==> config.mk <==
export PLATFORM = sky130hd
export DESIGN_NAME = fifo_queue_with_delete
export DESIGN_NICKNAME = d
export VERILOG_FILES = /design/src/design/fqd_pkg.sv /design/src/design/fifo_queue_with_delete.sv /design/src/design/fqd_cell.sv
export SDC_FILE = /design/constraint.sdc
export NUM_CORES = 1
export LEC_CHECK = 0
export BUFFER_PORTS_ARGS = -buffer_cell sky130_fd_sc_hd__buf_2
export CELL_PAD_IN_SITES_DETAIL_PLACEMENT = 0
export CELL_PAD_IN_SITES_GLOBAL_PLACEMENT = 1
export CORE_UTILIZATION = 55
export CTS_BUF_LIST = sky130_fd_sc_hd__clkbuf_4
export DETAILED_ROUTE_END_ITERATION = 8
export HOLD_SLACK_MARGIN = 0.06
export PLACE_DENSITY = 0.9
export SYNTH_ARGS = -nofsm -noshare
export SYNTH_HDL_FRONTEND = slang
export SYNTH_SLANG_ARGS = --single-unit
==> constraint.sdc <==
create_clock -name clk -period 5 [get_ports clk]
set_input_delay 0.5 -clock clk [delete_from_list [all_inputs] [get_ports clk]]
set_output_delay 0.5 -clock clk [all_outputs]
set_load 0.01 [all_outputs]
==> src/design/fqd_pkg.sv <==
// Shared operation codes, item width and control struct for the queue with delete.
`default_nettype none
package fqd_pkg;

  // Operation codes on the op field
  localparam logic [1:0] OP_ENQUEUE = 2'd0;
  localparam logic [1:0] OP_DEQUEUE = 2'd1;
  localparam logic [1:0] OP_DELETE  = 2'd2;
  localparam logic [1:0] OP_LENGTH  = 2'd3;

  // Width of the item and item_out fields on the ports
  localparam int ITEM_W = 32;

  // Per-word control broadcast to every cell of the chain
  typedef struct packed {
    logic enq;   // enqueue goes ahead this cycle
    logic deq;   // dequeue goes ahead this cycle
    logic del;   // delete word accepted with a non-null handle
  } cell_ctrl_t;

endpackage
`default_nettype wire

==> src/design/fifo_queue_with_delete.sv <==
// Top level: bounded FIFO of nonzero handles with delete by value, built as a cell chain.
// Usage:
//   in_valid/in_ready carry one operation word (in_op, in_item); out_valid/out_ready
//   carry one result word (out_status, out_item_out, out_count) for every operation.
//   Enqueue appends at the tail, dequeue returns the head, delete removes the first
//   entry from the head equal to in_item, length just reports the count. A null
//   handle on enqueue or delete, full, empty or no match gives out_status 1 and leaves the queue as is.
// Timing and throughput:
//   One word per cycle unless a result waits; the result is in the output register
//   in the cycle after acceptance. Every operation, delete included, completes on
//   acceptance, as cells compare in parallel and a found flag ripples along the chain.
// Stalls:
//   in_ready stays high while the output register is empty or being taken, so a new
//   word is accepted in the same cycle a result leaves. If out_ready is low and a
//   result waits, in_ready drops until the result is taken.
// Reset:
//   rst_n (synchronous, active low) empties the queue and the output register; the
//   stored handles themselves are not cleared and no clearing pass is needed.
`default_nettype none
module fifo_queue_with_delete import fqd_pkg::*; #(
  parameter int DEPTH       = 16,
  parameter int HANDLE_BITS = 32,
  localparam int CW         = $clog2(DEPTH + 1)
) (
  input  wire logic              clk,
  input  wire logic              rst_n,
  input  wire logic              in_valid,
  output logic                   in_ready,
  input  wire logic [1:0]        in_op,
  input  wire logic [ITEM_W-1:0] in_item,
  output logic                   out_valid,
  input  wire logic              out_ready,
  output logic                   out_status,
  output logic [ITEM_W-1:0]      out_item_out,
  output logic [CW-1:0]          out_count
);

  // Handle bits actually held: the port carries at most ITEM_W of them
  localparam int HW = (HANDLE_BITS < ITEM_W) ? HANDLE_BITS : ITEM_W;

  logic                  accept;
  logic [HW-1:0]         handle;
  logic                  handle_nz;
  logic [CW-1:0]         occ_r, occ_nxt;
  logic                  out_valid_r, out_valid_nxt;
  logic                  out_status_r;
  logic [ITEM_W-1:0]     out_item_r;
  logic [CW-1:0]         out_count_r;
  logic                  enq_ok, deq_ok, del_ok, ok;
  cell_ctrl_t            ctrl;
  logic [DEPTH-1:0][HW-1:0] cell_data;
  logic [DEPTH:0]        found;

  // Handshake: the output register frees up as its word leaves
  assign in_ready = !out_valid_r || out_ready;
  assign accept   = in_valid && in_ready;

  assign handle    = in_item[HW-1:0];
  assign handle_nz = (handle != '0);

  // Operation decode
  assign enq_ok = (in_op == OP_ENQUEUE) && handle_nz && (occ_r != CW'(DEPTH));
  assign deq_ok = (in_op == OP_DEQUEUE) && (occ_r != '0);
  assign del_ok = (in_op == OP_DELETE) && handle_nz && found[DEPTH];

  always_comb begin
    ctrl.enq = accept && enq_ok;
    ctrl.deq = accept && deq_ok;
    ctrl.del = accept && (in_op == OP_DELETE) && handle_nz;
  end

  // Chain of cells
  assign found[0] = 1'b0;
  for (genvar i = 0; i < DEPTH; i++) begin : g_cell
    logic [HW-1:0] nbr;
    if (i == DEPTH - 1) begin : g_last
      assign nbr = cell_data[i];
    end else begin : g_mid
      assign nbr = cell_data[i+1];
    end
    fqd_cell #(.HW(HW)) u_cell (
      .clk       (clk),
      .ctrl      (ctrl),
      .handle    (handle),
      .held      (occ_r > CW'(i)),
      .at_tail   (occ_r == CW'(i)),
      .nbr_data  (nbr),
      .found_in  (found[i]),
      .found_out (found[i+1]),
      .data      (cell_data[i])
    );
  end

  // Occupancy update
  always_comb begin
    occ_nxt = occ_r;
    if (accept) begin
      if (enq_ok) begin
        occ_nxt = occ_r + CW'(1);
      end else if (deq_ok || del_ok) begin
        occ_nxt = occ_r - CW'(1);
      end
    end
  end

  assign ok = enq_ok || deq_ok || del_ok || (in_op == OP_LENGTH);

  // Output register valid
  always_comb begin
    out_valid_nxt = out_valid_r;
    if (accept) begin
      out_valid_nxt = 1'b1;
    end else if (out_ready) begin
      out_valid_nxt = 1'b0;
    end
  end

  always_ff @(posedge clk) begin
    if (!rst_n) begin
      occ_r       <= '0;
      out_valid_r <= 1'b0;
    end else begin
      occ_r       <= occ_nxt;
      out_valid_r <= out_valid_nxt;
    end
  end

  // Result payload
  always_ff @(posedge clk) begin
    if (accept) begin
      out_status_r <= !ok;
      out_item_r   <= deq_ok ? ITEM_W'(cell_data[0]) : '0;
      out_count_r  <= occ_nxt;
    end
  end

  assign out_valid    = out_valid_r;
  assign out_status   = out_status_r;
  assign out_item_out = out_item_r;
  assign out_count    = out_count_r;

  // Checks
  a_occ_bound: assert property (@(posedge clk) disable iff (!rst_n)
    occ_r <= CW'(DEPTH))
    else $error("occupancy above depth");

  a_deq_count: assert property (@(posedge clk) disable iff (!rst_n)
    (accept && (deq_ok || del_ok)) |=> (occ_r == $past(occ_r) - CW'(1)))
    else $error("removal did not lower occupancy");

  a_err_hold: assert property (@(posedge clk) disable iff (!rst_n)
    (accept && !ok) |=> (occ_r == $past(occ_r) && out_status_r))
    else $error("error word changed occupancy");

  a_item_zero: assert property (@(posedge clk) disable iff (!rst_n)
    (out_valid_r && out_item_r != '0) |-> (!out_status_r && out_count_r < CW'(DEPTH)))
    else $error("handle returned on a non-dequeue word");

endmodule
`default_nettype wire

==> src/design/fqd_cell.sv <==
// One queue position: holds a handle, compares it, and shifts from its neighbour.
`default_nettype none
module fqd_cell import fqd_pkg::*; #(
  parameter int HW = 32
) (
  input  wire logic          clk,
  input  wire cell_ctrl_t    ctrl,
  input  wire logic [HW-1:0] handle,
  input  wire logic          held,      // position lies below the occupancy
  input  wire logic          at_tail,   // position equals the occupancy
  input  wire logic [HW-1:0] nbr_data,  // data of the cell behind this one
  input  wire logic          found_in,  // a match exists ahead of this cell
  output logic               found_out,
  output logic [HW-1:0]      data
);

  logic [HW-1:0] data_r;
  logic [HW-1:0] data_nxt;
  logic          match;

  // Parallel compare, first-match ripple down the chain
  assign match     = ctrl.del && held && (data_r == handle);
  assign found_out = found_in || match;

  // Load at the tail, or close up behind a removed entry
  always_comb begin
    data_nxt = data_r;
    if (ctrl.enq && at_tail) begin
      data_nxt = handle;
    end else if (ctrl.deq || (ctrl.del && found_out)) begin
      data_nxt = nbr_data;
    end
  end

  // Payload only, no reset
  always_ff @(posedge clk) begin
    data_r <= data_nxt;
  end

  assign data = data_r;

endmodule
`default_nettype wire
==> impl_metrics.tcl <==
set metrics [dict create \
    max_freq_mhz 246 \
    synth.area.top_cells "edfxtp_1 (55%), mux2_2 (17%), xnor2_1 (7.7%), xor2_1 (7.4%), nand4_1 (1.7%)" \
    power_mw 10.4 \
    ys_seq_area_share_pct 55.5 \
    async_reset_ff_share_pct 0 \
    p_int_mw 7.76 \
    die_area_mm2 0.0555 \
    power_density_mw_per_mm2 314 \
    hpwl_um 58700 \
    cp_cell_sequence "nor3_4 -> or4_1 -> nor4_1 -> nand4_1 -> o41ai_1 -> o21ai_0 -> nor3b_1 -> and2_1 -> o211ai_1 -> buf_4" \
    finalNonFillerCells 3059 \
    place_ws_ns 0.749 \
    synthCells 2110 \
    finClkSkew_ns 0.0514 \
    worst_pin_slew_ns 0.974 \
    dr.first_iter.drc_count 2029 \
    grt_use_total_pct 30.4 \
    drive_gt1_share_pct 36.9 \
    crit_slowest_cell "dfxtp_1" \
    clk_latency_ns 0.99 \
    layout_commonest_cell "edfxtp_1" \
    first_pass_iters 6 \
    post-route-period-util_pct 81.1 \
    grt_pass1_wl_um 123000 \
    synth-seq-cells 556 \
    cp_slowest_stage_delay_ns 0.82 \
    worst_slack_ns 0.943 \
    clkTransAtPathRegs_ns 0.06 \
    rows 85 \
    p_leak_nw 11.2 \
    end_kind "flop" \
    ctsHtreeMaxLevel 4 \
    synth_area_per_cell_um2 14.2 \
    cp.required_ns 5.58 \
    stdcell_area_mm2 0.0330 \
    cts_setup_buffers 0 \
    gp_congestion 1.01 \
    ir_drop_mv 0.179 \
    hold_start "in_item[23]" \
    maxSlewHeadroom_pct 34.8 \
    placed_area_mm2 0.0309 \
    via_count 18667 \
    ant_nets 0 \
    p_switching_mw 2.61 \
    p_comb_share_pct 8.8 \
    cp_max_fo 32 \
    cts_tree "built" \
    drc 0 \
    final-max-slew-violation-count 0 \
    synth_top_area_share_pct 55.1 \
    hold_buffers 15 \
    start_kind "flop" \
    hold_path.class "in -> reg" \
    critical_path_class "reg -> reg" \
    routed_wl_um 83900 \
    pwr-share-clk_pct 39.7 \
    finalCriticalPeriod_ns 4.06 \
    syn-cell-area_mm2 0.0300 \
    utilization_pct 61.3 \
    setup_viol 0 \
    fin_tns_setup_ns 0 \
    cts_resized 0 \
    drv_cap 0 \
    placedCellCount 2782 \
    sequentialPowerShare_pct 51.5 \
    synth_top_flop_cell "edfxtp_1" \
    cts_sinks 556 \
    die_h_um 236 \
    syn_to_final_growth_pct 9.93 \
    worst_hold_slack_ns 0.152 \
    num-nets-final 2299 \
    yosysWarnings 0 \
    grt_pass1_vias 19130 \
    clock_path_buffers 3 \
    most-common-layout-cells "edfxtp_1 (550), mux2_2 (455), xnor2_1 (262)" \
    overflow 0 \
    nFillCells 4020 \
    wire_per_inst_um 27.4 \
    numCtsBuffers 152 \
    yosysTopAreaCell "edfxtp_1" \
    viasPerCell 6.10 \
    portBuffers 77 \
    grt_max_degree 46 \
    synthesis.nets 2154 \
    hold_viol 0 \
    arrival_ns 4.64 \
    synth-edff-count 550 \
    r2r_start "occ_r[4]" \
    cts_root_buf "clkbuf_4" \
    synth_cell_type_count 61 \
    initial_core_util_pct 55.7 \
    ios 78 \
    antenna_found_initial 3 \
    fp.dieW_um 236 \
    outcome "finished, final reports clean" \
    rsz0062_at_grt "no" \
    sw_frac_of_total_pct 25.1 \
    startpoint "occ_r[4]" \
    coreArea_mm2 0.0538 \
]
-- cell type report --
type | count | area [um2] | share of cell area, %
diodes | 4 | 10.0 | 0.0304
multi-input cells | 1359 | 12300 | 37.2
well taps | 696 | 871 | 2.64
clock buffers | 224 | 1680 | 5.10
clock inverters | 34 | 210 | 0.638
inverters | 6 | 22.5 | 0.0683
repair buffers | 180 | 1280 | 3.89
flip-flops and latches | 556 | 16600 | 50.5
-- critical path, delay by kind of cell (launching register included) --
kind	cells	cell delay, ns
AO/OA/AOI/OAI	3	0.49
buffers and inverters	1	0.45
AND/OR/NAND/NOR	6	1.84
flip-flops	1	0.82
-- state kept, by name, summed over array words and instances, names as in the netlist --
register and flops:
occ_r 5, out_valid 1, out_count 5, g_cell.u_cell.data 512, out_item_out 32, out_status 1
-- routing by layer --
layer	global-route usage (%)	wire length, um	part of all wire [%]	up-vias
met2	49.8	40700	48	957
met5	0	0	0	-
met4	16.9	4010	4.8	0
li1	-	-	-	8141
met3	6.97	6890	8.2	204
met1	37.3	32300	39	9365
-- cell usage after synthesis (3+ instances only) --
cell type / n
o31a_1: 3
a311oi_1: 3
buf_4: 33
mux2_2: 455
nor4_1: 76
xnor2_1: 262
o21ai_0: 6
nor3b_1: 4
inv_1: 5
dfxtp_1: 6
buf_6: 21
and2_1: 36
nand3_1: 18
buf_2: 86
nand3_2: 5
nand2_1: 31
nand2b_1: 4
nor4b_1: 3
and3_1: 7
xor2_1: 253
nand4_1: 80
a21oi_1: 6
ha_1: 6
mux2_1: 25
clkbuf_1: 49
mux2i_1: 3
nor3_1: 15
a211oi_1: 4
edfxtp_1: 550
or4_1: 3
nor2_1: 18
-- power groups by stage --
| stage | combinational, mW | clock, mW | sequential [mW] |
|---|---|---|---|
| floorplan | 0.596 | 0 | 5.40 |
| global placement | 0.880 | 0 | 5.43 |
| detailed placement | 0.888 | 0 | 5.43 |
| CTS | 0.903 | 4.18 | 5.33 |
| global route | 0.960 | 4.40 | 5.34 |
| finish | 0.916 | 4.11 | 5.33 |
-- final timing paths --
kind	to	slack (ns)	depth (start not counted)
setup / recovery	g_cell[14].u_cell.data[27]	0.94	10
hold / removal	g_cell[4].u_cell.data[23]	0.15	2
setup reg to reg	g_cell[14].u_cell.data[27]	0.94	10
hold reg to reg	out_item_out[26]	0.57	1
-- cells by family (layout without fill, tap and decap cells) --
group	count (synthesis)	in the layout	share of synthesized area, %
simple gates	311	311	6.29
other cells	0	4	0
compound gates	44	44	1.10
xor+xnor	515	515	15.0
fa+ha+maj	6	6	0.250
flops	556	556	55.5
buf+inv	195	444	3.74
mux	483	483	18.1
Power figures use the tool's default switching activity.
